===== src/hsvrgb_pkg.sv =====
// Shared constants, widths and a helper function for the HSV to RGB converter.
package hsvrgb_pkg;

    localparam int unsigned HUE_W = 9;
    localparam int unsigned PCT_W = 7;
    localparam int unsigned CH_W  = 8;
    localparam int unsigned PART_W = 14;
    localparam int unsigned RAMP_W = 10;
    localparam int unsigned PROD_W = PART_W + RAMP_W;

    localparam logic [PCT_W-1:0]  PCT_SCALE  = 7'd100;
    localparam logic [RAMP_W-1:0] RAMP_SCALE = 10'd1000;
    localparam logic [HUE_W-1:0]  SECTOR_DEG = 9'd60;
    localparam logic [HUE_W-1:0]  FULL_TURN  = 9'd360;
    localparam logic [CH_W-1:0]   OUT_MAX    = 8'd255;

    // Floor reciprocals: q = (x * RECIP) >> SHIFT is exact or one low.
    localparam int unsigned RAMP_SHIFT = 24;
    localparam logic [14:0] RAMP_RECIP = 15'd16777;
    localparam int unsigned CH_SHIFT = 22;
    localparam logic [8:0]  CH_RECIP = 9'd419;
    localparam logic [PART_W-1:0] CH_DIV = 14'd10000;

    // Exact floor of r * 1000 / 60 for r in 0..59 as (r * RECIP) >> SHIFT.
    localparam int unsigned SECTOR_SHIFT = 13;
    localparam logic [17:0] SECTOR_RECIP = 18'd136550;

    localparam int unsigned STAGES = 8;

    // Rising ramp within one sector: floor(r * 1000 / 60) for r in 0..59.
    function automatic logic [RAMP_W-1:0] ramp_of(input logic [5:0] r);
        logic [23:0] prod;
        begin
            prod = 24'(r) * 24'(SECTOR_RECIP);
            ramp_of = RAMP_W'(prod >> SECTOR_SHIFT);
        end
    endfunction

endpackage


===== src/hsvrgb_scale.sv =====
// Three-stage scaling of one channel: (part + white) * 255 / 10000, truncated.
module hsvrgb_scale (
    input  logic                          clk,
    input  logic [2:0]                    en,
    input  logic [hsvrgb_pkg::PART_W-1:0] part,
    input  logic [hsvrgb_pkg::PART_W-1:0] white,
    output logic [hsvrgb_pkg::CH_W-1:0]   chan
);
    import hsvrgb_pkg::*;

    localparam int unsigned T_W = PART_W + CH_W;

    logic [T_W-1:0]      t_reg;
    logic [T_W-1:0]      t_next;
    logic [T_W-1:0]      t2_reg;
    logic [CH_W-1:0]     q_reg;
    logic [CH_W-1:0]     q_next;
    logic [CH_W-1:0]     chan_reg;
    logic [CH_W-1:0]     chan_next;
    logic [T_W+8:0]      est;
    logic [T_W-1:0]      rem;

    always_comb
    begin
        t_next = T_W'(part + white) * T_W'(OUT_MAX);
        est = (T_W+9)'(t_reg) * (T_W+9)'(CH_RECIP);
        q_next = est[CH_SHIFT+CH_W-1:CH_SHIFT];
        rem = t2_reg - T_W'(q_reg) * T_W'(CH_DIV);
        chan_next = (rem >= T_W'(CH_DIV)) ? q_reg + 8'd1 : q_reg;
    end

    always_ff @(posedge clk)
    begin
        if (en[0])
        begin
            t_reg <= t_next;
        end
        if (en[1])
        begin
            t2_reg <= t_reg;
            q_reg <= q_next;
        end
        if (en[2])
        begin
            chan_reg <= chan_next;
        end
    end

    assign chan = chan_reg;

endmodule


===== src/hsv_to_rgb_fixed.sv =====
// Top level of the pipelined HSV to RGB converter with valid/ready channels.
//
// Converts hue (degrees), saturation and brightness (percent) into 8-bit red,
// green and blue. One item is accepted every clock cycle while the pipeline is
// not stalled by back-pressure. The pipeline depth is set by the two constant
// divisions (by 1000 for the hue ramp and by 10000 for the channel scaling),
// each done as a reciprocal multiply, a registered correction and a compare.
// Each stage stalls only when it is full and the stage after it cannot take
// its item, so bubbles close up under back-pressure. A hue of 360 or more is
// wrapped by subtracting 360 once, and saturation or brightness above 100 is
// taken as 100.
module hsv_to_rgb_fixed (
    input  logic                         clk,
    input  logic                         rst_n,
    input  logic                         in_valid,
    output logic                         in_ready,
    input  logic [hsvrgb_pkg::HUE_W-1:0] hue,
    input  logic [hsvrgb_pkg::PCT_W-1:0] saturation,
    input  logic [hsvrgb_pkg::PCT_W-1:0] brightness,
    output logic                         out_valid,
    input  logic                         out_ready,
    output logic [hsvrgb_pkg::CH_W-1:0]  red,
    output logic [hsvrgb_pkg::CH_W-1:0]  green,
    output logic [hsvrgb_pkg::CH_W-1:0]  blue
);
    import hsvrgb_pkg::*;

    typedef enum logic [2:0] {
        SEC_R_G,
        SEC_G_R,
        SEC_G_B,
        SEC_B_G,
        SEC_B_R,
        SEC_R_B
    } sector_t;

    logic [STAGES-1:0] vld_reg;
    logic [STAGES-1:0] vld_next;
    logic [STAGES-1:0] adv;

    logic [HUE_W-1:0]  h_wrap;
    logic [PCT_W-1:0]  s_clamp;
    logic [PCT_W-1:0]  v_clamp;
    sector_t           sec_next;
    logic [HUE_W-1:0]  sec_base;
    logic [5:0]        r_off;
    logic [RAMP_W-1:0] ramp_raw;
    logic [RAMP_W-1:0] ramp_next;

    sector_t           sec0_reg;
    logic [RAMP_W-1:0] ramp0_reg;
    logic [PCT_W-1:0]  s0_reg;
    logic [PCT_W-1:0]  v0_reg;

    sector_t           sec1_reg;
    logic [RAMP_W-1:0] ramp1_reg;
    logic [PART_W-1:0] chroma1_reg;
    logic [PART_W-1:0] white1_reg;

    sector_t           sec2_reg;
    logic [PART_W-1:0] chroma2_reg;
    logic [PART_W-1:0] white2_reg;
    logic [PROD_W-1:0] x2_reg;

    sector_t           sec3_reg;
    logic [PART_W-1:0] chroma3_reg;
    logic [PART_W-1:0] white3_reg;
    logic [PROD_W-1:0] x3_reg;
    logic [PART_W-1:0] q3_reg;

    sector_t           sec4_reg;
    logic [PART_W-1:0] chroma4_reg;
    logic [PART_W-1:0] white4_reg;
    logic [PART_W-1:0] second4_reg;

    logic [PROD_W+14:0] est;
    logic [PART_W-1:0]  q_next;
    logic [PROD_W-1:0]  rem;
    logic [PART_W-1:0]  second_next;
    logic [PART_W-1:0]  part_r;
    logic [PART_W-1:0]  part_g;
    logic [PART_W-1:0]  part_b;

    always_comb
    begin
        adv[STAGES-1] = !vld_reg[STAGES-1] || out_ready;
        for (int i = STAGES - 2; i >= 0; i--)
        begin
            adv[i] = !vld_reg[i] || adv[i+1];
        end
        vld_next[0] = adv[0] ? in_valid : vld_reg[0];
        for (int i = 1; i < STAGES; i++)
        begin
            vld_next[i] = adv[i] ? vld_reg[i-1] : vld_reg[i];
        end
    end

    always_ff @(posedge clk or negedge rst_n)
    begin
        if (!rst_n)
        begin
            vld_reg <= '0;
        end
        else
        begin
            vld_reg <= vld_next;
        end
    end

    always_comb
    begin
        h_wrap = (hue >= FULL_TURN) ? hue - FULL_TURN : hue;
        s_clamp = (saturation > PCT_SCALE) ? PCT_SCALE : saturation;
        v_clamp = (brightness > PCT_SCALE) ? PCT_SCALE : brightness;
        if (h_wrap < 9'd60)
        begin
            sec_next = SEC_R_G;
            sec_base = 9'd0;
        end
        else if (h_wrap < 9'd120)
        begin
            sec_next = SEC_G_R;
            sec_base = 9'd60;
        end
        else if (h_wrap < 9'd180)
        begin
            sec_next = SEC_G_B;
            sec_base = 9'd120;
        end
        else if (h_wrap < 9'd240)
        begin
            sec_next = SEC_B_G;
            sec_base = 9'd180;
        end
        else if (h_wrap < 9'd300)
        begin
            sec_next = SEC_B_R;
            sec_base = 9'd240;
        end
        else
        begin
            sec_next = SEC_R_B;
            sec_base = 9'd300;
        end
        r_off = 6'(h_wrap - sec_base);
        ramp_raw = ramp_of(r_off);
        ramp_next = sec_next[0] ? RAMP_SCALE - ramp_raw : ramp_raw;
    end

    always_comb
    begin
        est = (PROD_W+15)'(x2_reg) * (PROD_W+15)'(RAMP_RECIP);
        q_next = est[RAMP_SHIFT+PART_W-1:RAMP_SHIFT];
        rem = x3_reg - PROD_W'(q3_reg) * PROD_W'(RAMP_SCALE);
        second_next = (rem >= PROD_W'(RAMP_SCALE)) ? q3_reg + 14'd1 : q3_reg;
    end

    always_ff @(posedge clk)
    begin
        if (adv[0])
        begin
            sec0_reg <= sec_next;
            ramp0_reg <= ramp_next;
            s0_reg <= s_clamp;
            v0_reg <= v_clamp;
        end
        if (adv[1])
        begin
            sec1_reg <= sec0_reg;
            ramp1_reg <= ramp0_reg;
            chroma1_reg <= PART_W'(v0_reg) * PART_W'(s0_reg);
            white1_reg <= PART_W'(v0_reg) * PART_W'(PCT_SCALE - s0_reg);
        end
        if (adv[2])
        begin
            sec2_reg <= sec1_reg;
            chroma2_reg <= chroma1_reg;
            white2_reg <= white1_reg;
            x2_reg <= PROD_W'(chroma1_reg) * PROD_W'(ramp1_reg);
        end
        if (adv[3])
        begin
            sec3_reg <= sec2_reg;
            chroma3_reg <= chroma2_reg;
            white3_reg <= white2_reg;
            x3_reg <= x2_reg;
            q3_reg <= q_next;
        end
        if (adv[4])
        begin
            sec4_reg <= sec3_reg;
            chroma4_reg <= chroma3_reg;
            white4_reg <= white3_reg;
            second4_reg <= second_next;
        end
    end

    always_comb
    begin
        case (sec4_reg)
            SEC_R_G:
            begin
                part_r = chroma4_reg;
                part_g = second4_reg;
                part_b = '0;
            end
            SEC_G_R:
            begin
                part_r = second4_reg;
                part_g = chroma4_reg;
                part_b = '0;
            end
            SEC_G_B:
            begin
                part_r = '0;
                part_g = chroma4_reg;
                part_b = second4_reg;
            end
            SEC_B_G:
            begin
                part_r = '0;
                part_g = second4_reg;
                part_b = chroma4_reg;
            end
            SEC_B_R:
            begin
                part_r = second4_reg;
                part_g = '0;
                part_b = chroma4_reg;
            end
            default:
            begin
                part_r = chroma4_reg;
                part_g = '0;
                part_b = second4_reg;
            end
        endcase
    end

    hsvrgb_scale u_scale_r (
        .clk   (clk),
        .en    (adv[7:5]),
        .part  (part_r),
        .white (white4_reg),
        .chan  (red)
    );

    hsvrgb_scale u_scale_g (
        .clk   (clk),
        .en    (adv[7:5]),
        .part  (part_g),
        .white (white4_reg),
        .chan  (green)
    );

    hsvrgb_scale u_scale_b (
        .clk   (clk),
        .en    (adv[7:5]),
        .part  (part_b),
        .white (white4_reg),
        .chan  (blue)
    );

    assign in_ready = adv[0];
    assign out_valid = vld_reg[STAGES-1];

endmodule

===== config.mk =====
export PLATFORM = sky130hd
export DESIGN_NAME = hsv_to_rgb_fixed
export DESIGN_NICKNAME = d
export VERILOG_FILES = /design/src/hsvrgb_pkg.sv /design/src/hsvrgb_scale.sv /design/src/hsv_to_rgb_fixed.sv
export SDC_FILE = /design/constraint.sdc
export NUM_CORES = 2
export LEC_CHECK = 0
export BUFFER_PORTS_ARGS = -buffer_cell sky130_fd_sc_hd__clkbuf_2
export CAP_MARGIN = 25
export CORE_MARGIN = 10
export CORE_UTILIZATION = 55
export DETAILED_ROUTE_END_ITERATION = 8
export GPL_ROUTABILITY_DRIVEN = 0
export GPL_TIMING_DRIVEN = 0
export PLACE_DENSITY = 0.71
export SLEW_MARGIN = 20
export SYNTH_ARGS = -nofsm -noshare
export SYNTH_HDL_FRONTEND = slang
export SYNTH_SLANG_ARGS = --single-unit

===== constraint.sdc =====
create_clock -name clk -period 17.5 [get_ports clk]
set_clock_uncertainty 0.05 [all_clocks]
set_input_delay 1.75 -clock clk [delete_from_list [all_inputs] [get_ports clk]]
set_output_delay 1.75 -clock clk [all_outputs]
set_load 0.01 [all_outputs]

* Word level (Yosys, flattened, before mapping)
Index checks and enable logic that the tools add are counted.
** Word-level totals
- Flip-flop bits (word level) :: 425
- Bits in latches :: 0
- Bits in writable memories :: 0
- Memory bits (read-only) :: 0
- Input bits :: 27
- Output and inout bits :: 26
- Logic and storage cells :: 133
- Memories kept :: 0
** Operators by class
- Add/subtract/negate cells :: 15
- Multipliers :: 15
- Div/mod/pow operators :: 0
- $lt $le $gt $ge :: 12
- Equality and inequality tests :: 4
- Shift operators :: 0
- Muxes and demuxes :: 19
- Bitwise gates (word level) :: 0
- Reductions and logical operators :: 25
** Operator list (count)
- $mul 22x9->30 const B :: 3
- $pmux 14 s2 :: 3
- $ge 22x14->1 const B :: 3
- $mul 22x8->22 const B :: 3
- $sub 22x22->22 :: 3
- $mul 8x10->18 const B :: 3
- $add 14x14->15 :: 3
- $mul 24x15->38 const B :: 1
- $add 8x1->8 const B :: 3
- $ge 24x10->1 const B :: 1
- $mul 14x10->24 :: 1
- $mux 6 :: 4
- $mux 8 :: 3
- $sub 24x24->24 :: 1
- $mul 6x17->22 const B :: 1
- $mul 14x7->21 const B :: 1
- $lt 9x8->1 const B :: 2
- $add 14x1->14 const B :: 1
- $gt 7x7->1 const B :: 2
- $mul 7x7->14 :: 1
- $mul 8x8->14 :: 1
- $mux 14 :: 1
- $reduce_or 2->1 :: 7
- $mux 10 :: 1
- other kinds (19) :: 37

* Logic depth before layout (Yosys ltp)
- Depth in word-level cells :: 12
- Mapped depth :: 34
- Mapped depth without buffers :: 34

* By module
From an unflattened synthesis, not the netlist that was laid out.
** Unflattened totals
- Cells, all modules :: 5363
- Area, all modules :: 55426.9 µm²
** By module, submodules not included
- hsv_to_rgb_fixed :: instances 1, cells each 2439, area each 25684.6 µm², seq. area each 7106.8 µm²
- hsvrgb_scale at u_scale_b :: instances 1, cells each 983, area each 9970.8 µm², seq. area each 1681.6 µm²
- hsvrgb_scale at u_scale_g :: instances 1, cells each 979, area each 9952.0 µm², seq. area each 1681.6 µm²
- hsvrgb_scale at u_scale_r :: instances 1, cells each 962, area each 9819.4 µm², seq. area each 1681.6 µm²

* Worst setup path before layout
OpenSTA, ideal clock, no wires.
- Kind :: input port to flip-flop
- Start point :: input hue[3] (netlist name)
- End point :: register ramp0_reg[6] (data pin)
- Setup time :: 264 ps
- Data arrival time :: 8753 ps
- Required time :: 17186 ps
- Path slack :: 8433 ps
- Stages on the path :: 29
- Buffers on the path :: 1
- Cells stage by stage :: inv_1 ha_1 and3b_1 a31o_2 o211ai_1 xor2_1 and4_1 o221ai_1 nand2_1 clkbuf_1 inv_2 ha_1 fa_1 xor2_1 inv_1 ha_1 fa_1 fa_1 ha_1 and4_1 a221o_1 a211oi_2 o21ai_1 a21oi_1 xnor2_1 a22o_1 o41ai_1 a2111oi_2 xnor2_1
** On the way
- Elaborated cells on any way between the ends :: 22
- Those cells by class :: add/sub (3); mul (1); order compare (6); mux (12)
** RTL lines
- start, declared :: line hsv_to_rgb_fixed.sv:17 : input logic [hsvrgb_pkg::HUE_W-1:0] hue,
- $sub 9x9->9 or $ge 9x9->1 (tied branches) :: line hsv_to_rgb_fixed.sv:112 : h_wrap = (hue >= FULL_TURN) ? hue - FULL_TURN : hue;
- $mux 9 * :: line hsv_to_rgb_fixed.sv:112
- $lt 9x9->1 :: line hsv_to_rgb_fixed.sv:135 : else if (h_wrap < 9'd300)
- $mux 1 :: line hsv_to_rgb_fixed.sv:135
- $mux 2 :: line hsv_to_rgb_fixed.sv:130 : else if (h_wrap < 9'd240)
- $mux 2 :: line hsv_to_rgb_fixed.sv:125 : else if (h_wrap < 9'd180)
- $mux 1 :: line hsv_to_rgb_fixed.sv:120 : else if (h_wrap < 9'd120)
- $mux 1 * :: line hsv_to_rgb_fixed.sv:115 : if (h_wrap < 9'd60)
- net sec_next[0] :: line hsv_to_rgb_fixed.sv:44 : sector_t sec_next;
- $mux 10 * :: line hsv_to_rgb_fixed.sv:147 : ramp_next = sec_next[0] ? RAMP_SCALE - ramp_raw : ramp_raw;
- net ramp_next[6] :: line hsv_to_rgb_fixed.sv:48 : logic [RAMP_W-1:0] ramp_next;
- end signal, assigned :: line hsv_to_rgb_fixed.sv:163 : ramp0_reg <= ramp_next;
- end, declared :: line hsv_to_rgb_fixed.sv:51 : logic [RAMP_W-1:0] ramp0_reg;
The timed path passes the listed nets; every way through them passes the cells marked *.
A chain may end at the register's enable or synchronous reset.

* Worst setup path in the final report
Ends and elaborated chain as after synthesis.

==> flow_metrics.tcl <==
set metrics [dict create \
    status "finished clean" \
    end_kind "register" \
    yosysWarnings 0 \
    largest_reg_flops 24 \
    n_antenna_cell 0 \
    grt_max_degree 61 \
    max_freq_mhz 102.7 \
    ioPinCount 53 \
    worst-path-buf-inv 5 \
    first_pass_iters 6 \
    wl_met2_mm 52.10 \
    detail-route-antenna-nets 0 \
    synth_ff_type "edfxtp_1" \
    final_cell_mix "inv_1 (1187), ha_1 (980), fa_1 (650)" \
    wire_per_inst_um 15.45 \
    maxCapViolCount 0 \
    top_layer_used "met4" \
    netlist_area_um2 54960 \
    routed_wl_mm 105.1 \
    timing_worst_setup_path_type "in -> reg" \
    fp.coreArea_um2 98710 \
    cts_setup_buffers 0 \
    hold_viol_final 0 \
    nNetsFinal 7132 \
    grt_pass1_vias 37693 \
    row_count 115 \
    period_share 0.5567 \
    crit_path_frequent_cell "ha_1" \
    clock-root-buffer "clkbuf_16" \
    final.min_clock_period_ns 9.742 \
    max-clock-path-buffers 3 \
    m1WireLength_mm 46.86 \
    cts_tree "done" \
    grt_pass1_wl_mm 180.2 \
    met3_length_mm 3.317 \
    synth.area.top_cells "fa_1 (24%), ha_1 (22%), edfxtp_1 (22%)" \
    antenna_found_initial 0 \
    fp.dieW_um 336.1 \
    die_h_um 336.1 \
    cpPeakStageDelay_ns 0.52 \
    drc 0 \
    cts-resized-gates 0 \
    dr_total_vias 36362 \
    critical_path_required_ns 17.81 \
    drive_gt1_frac 0.03538 \
    synth_cell_types 90 \
    hpwl_mm 88.34 \
    globalRouteTotalUtil 0.1909 \
    hold_class "reg -> reg" \
    async_reset_ff_frac 0.01970 \
    drtIter0Drc 1689 \
    post-synth-top-area-fraction 0.2368 \
    areaGrowthSynthToFinish_pct 6.577 \
    initial_utilization 0.5568 \
    setup_viol 0 \
    avgSynthCellArea_um2 10.24 \
    syn_inst 5369 \
    start_kind "input pin" \
    grt-ovfl-total 0 \
    cp_slowest_cell "a21oi_1" \
    synth_nets 7026 \
    cp_max_fo 10 \
    critPathTopFamily "compound AO/OA/AOI/OAI gates" \
    die_area_um2 113000 \
    htree_levels 2 \
    synth_area_leader_cell "fa_1" \
    io_buffers 51 \
    ys_seq_elements 406 \
    final_common_cell "inv_1" \
    postCtsHoldBufs 0 \
    drv_slew 0 \
    relSlewSlack 0.3373 \
    tns_ns 0 \
    cp.arrival_ns 10.06 \
    synth_edf_count 398 \
    viasPerCell 5.349 \
    tightest_slew_ns 0.9929 \
    fill_cells 8232 \
    insertion_delay_ns 0.62 \
    clkSinkCount 406 \
    yosysSeqAreaShare 0.2211 \
    cts_buffers 47 \
    rsz0062_at_grt "no" \
    clkTransAtPathRegs_ns 0.06 \
]
-- final timing paths --
kind | start | slack, ns | end | cells after the start
min reg2reg | white2_reg[1] | 0.37 | white3_reg[1] | 0
max | hue[3] | 7.76 | ramp0_reg[6] | 30
min | white2_reg[1] | 0.37 | white3_reg[1] | 0
max in group asynchronous | rst_n | 16.08 | vld_reg[7] | 1
max reg2reg | sec4_reg[1] | 8.62 | u_scale_r.t_reg[21] | 30
min in group asynchronous | rst_n | 0.99 | vld_reg[0] | 1
-- stage by stage --
stage,worst slack [ns],area [um2],util,instances,hold WS [ns]
CTS,7.751,58570,0.5934,6798,0.3688
floorplan,8.433,54960,-,5369,0.3503
global placement,6.404,56820,0.5757,6707,0.3537
finish,7.758,58570,0.5934,6798,0.3680
global route,7.097,58570,0.5934,6798,0.3728
detailed placement,7.099,57020,0.5777,6713,0.3545
-- layer usage --
layer | vias to the layer above | global-route usage
li1 | 17998 | -
met1 | 17586 | 0.2467
met2 | 601 | 0.3400
met3 | 177 | 0.01731
met4 | 0 | 0.05095
met5 | - | 0
-- Yosys cell counts, drive strengths merged, types with 31 or more instances --
library cell / n
clkbuf: 63
xor2: 94
nand3: 75
and3: 31
fa: 650
a21oi: 188
nor2: 190
edfxtp: 398
a21o: 75
nor2b: 61
inv: 1189
xnor2: 195
o21ai: 165
nand2: 287
nor3: 77
ha: 980
o21a: 42
nand2b: 41
and2: 136
-- cells by family after synthesis --
| logic type | Yosys count | share of synthesized area |
|---|---|---|
| adders and majority gates | 1631 | 0.4601 |
| buffers and inverters | 1258 | 0.08613 |
| and+or+nand+nor | 1023 | 0.09300 |
| AOI/OAI and AO/OA | 731 | 0.08743 |
| DFF | 406 | 0.2211 |
| xor gates and xnor gates | 290 | 0.04649 |
| muxes | 30 | 0.005760 |
-- area by class of cell --
| type | count | area (um2) | share of cell area |
|---|---|---|---|
| inverters | 1190 | 4467 | 0.07626 |
| repair buffers | 57 | 405.4 | 0.006921 |
| flip-flops and latches | 406 | 12150 | 0.2075 |
| clock buffers | 51 | 1191 | 0.02034 |
| multi-input cells | 3705 | 38120 | 0.6508 |
| well taps | 1287 | 1610 | 0.02749 |
| clock inverters | 34 | 360.3 | 0.006152 |
| plain buffers | 68 | 266.5 | 0.004550 |
Power is left out: the tool's default activity adds up to more than one toggle a clock period on the data nets, which glitch-free logic cannot reach.
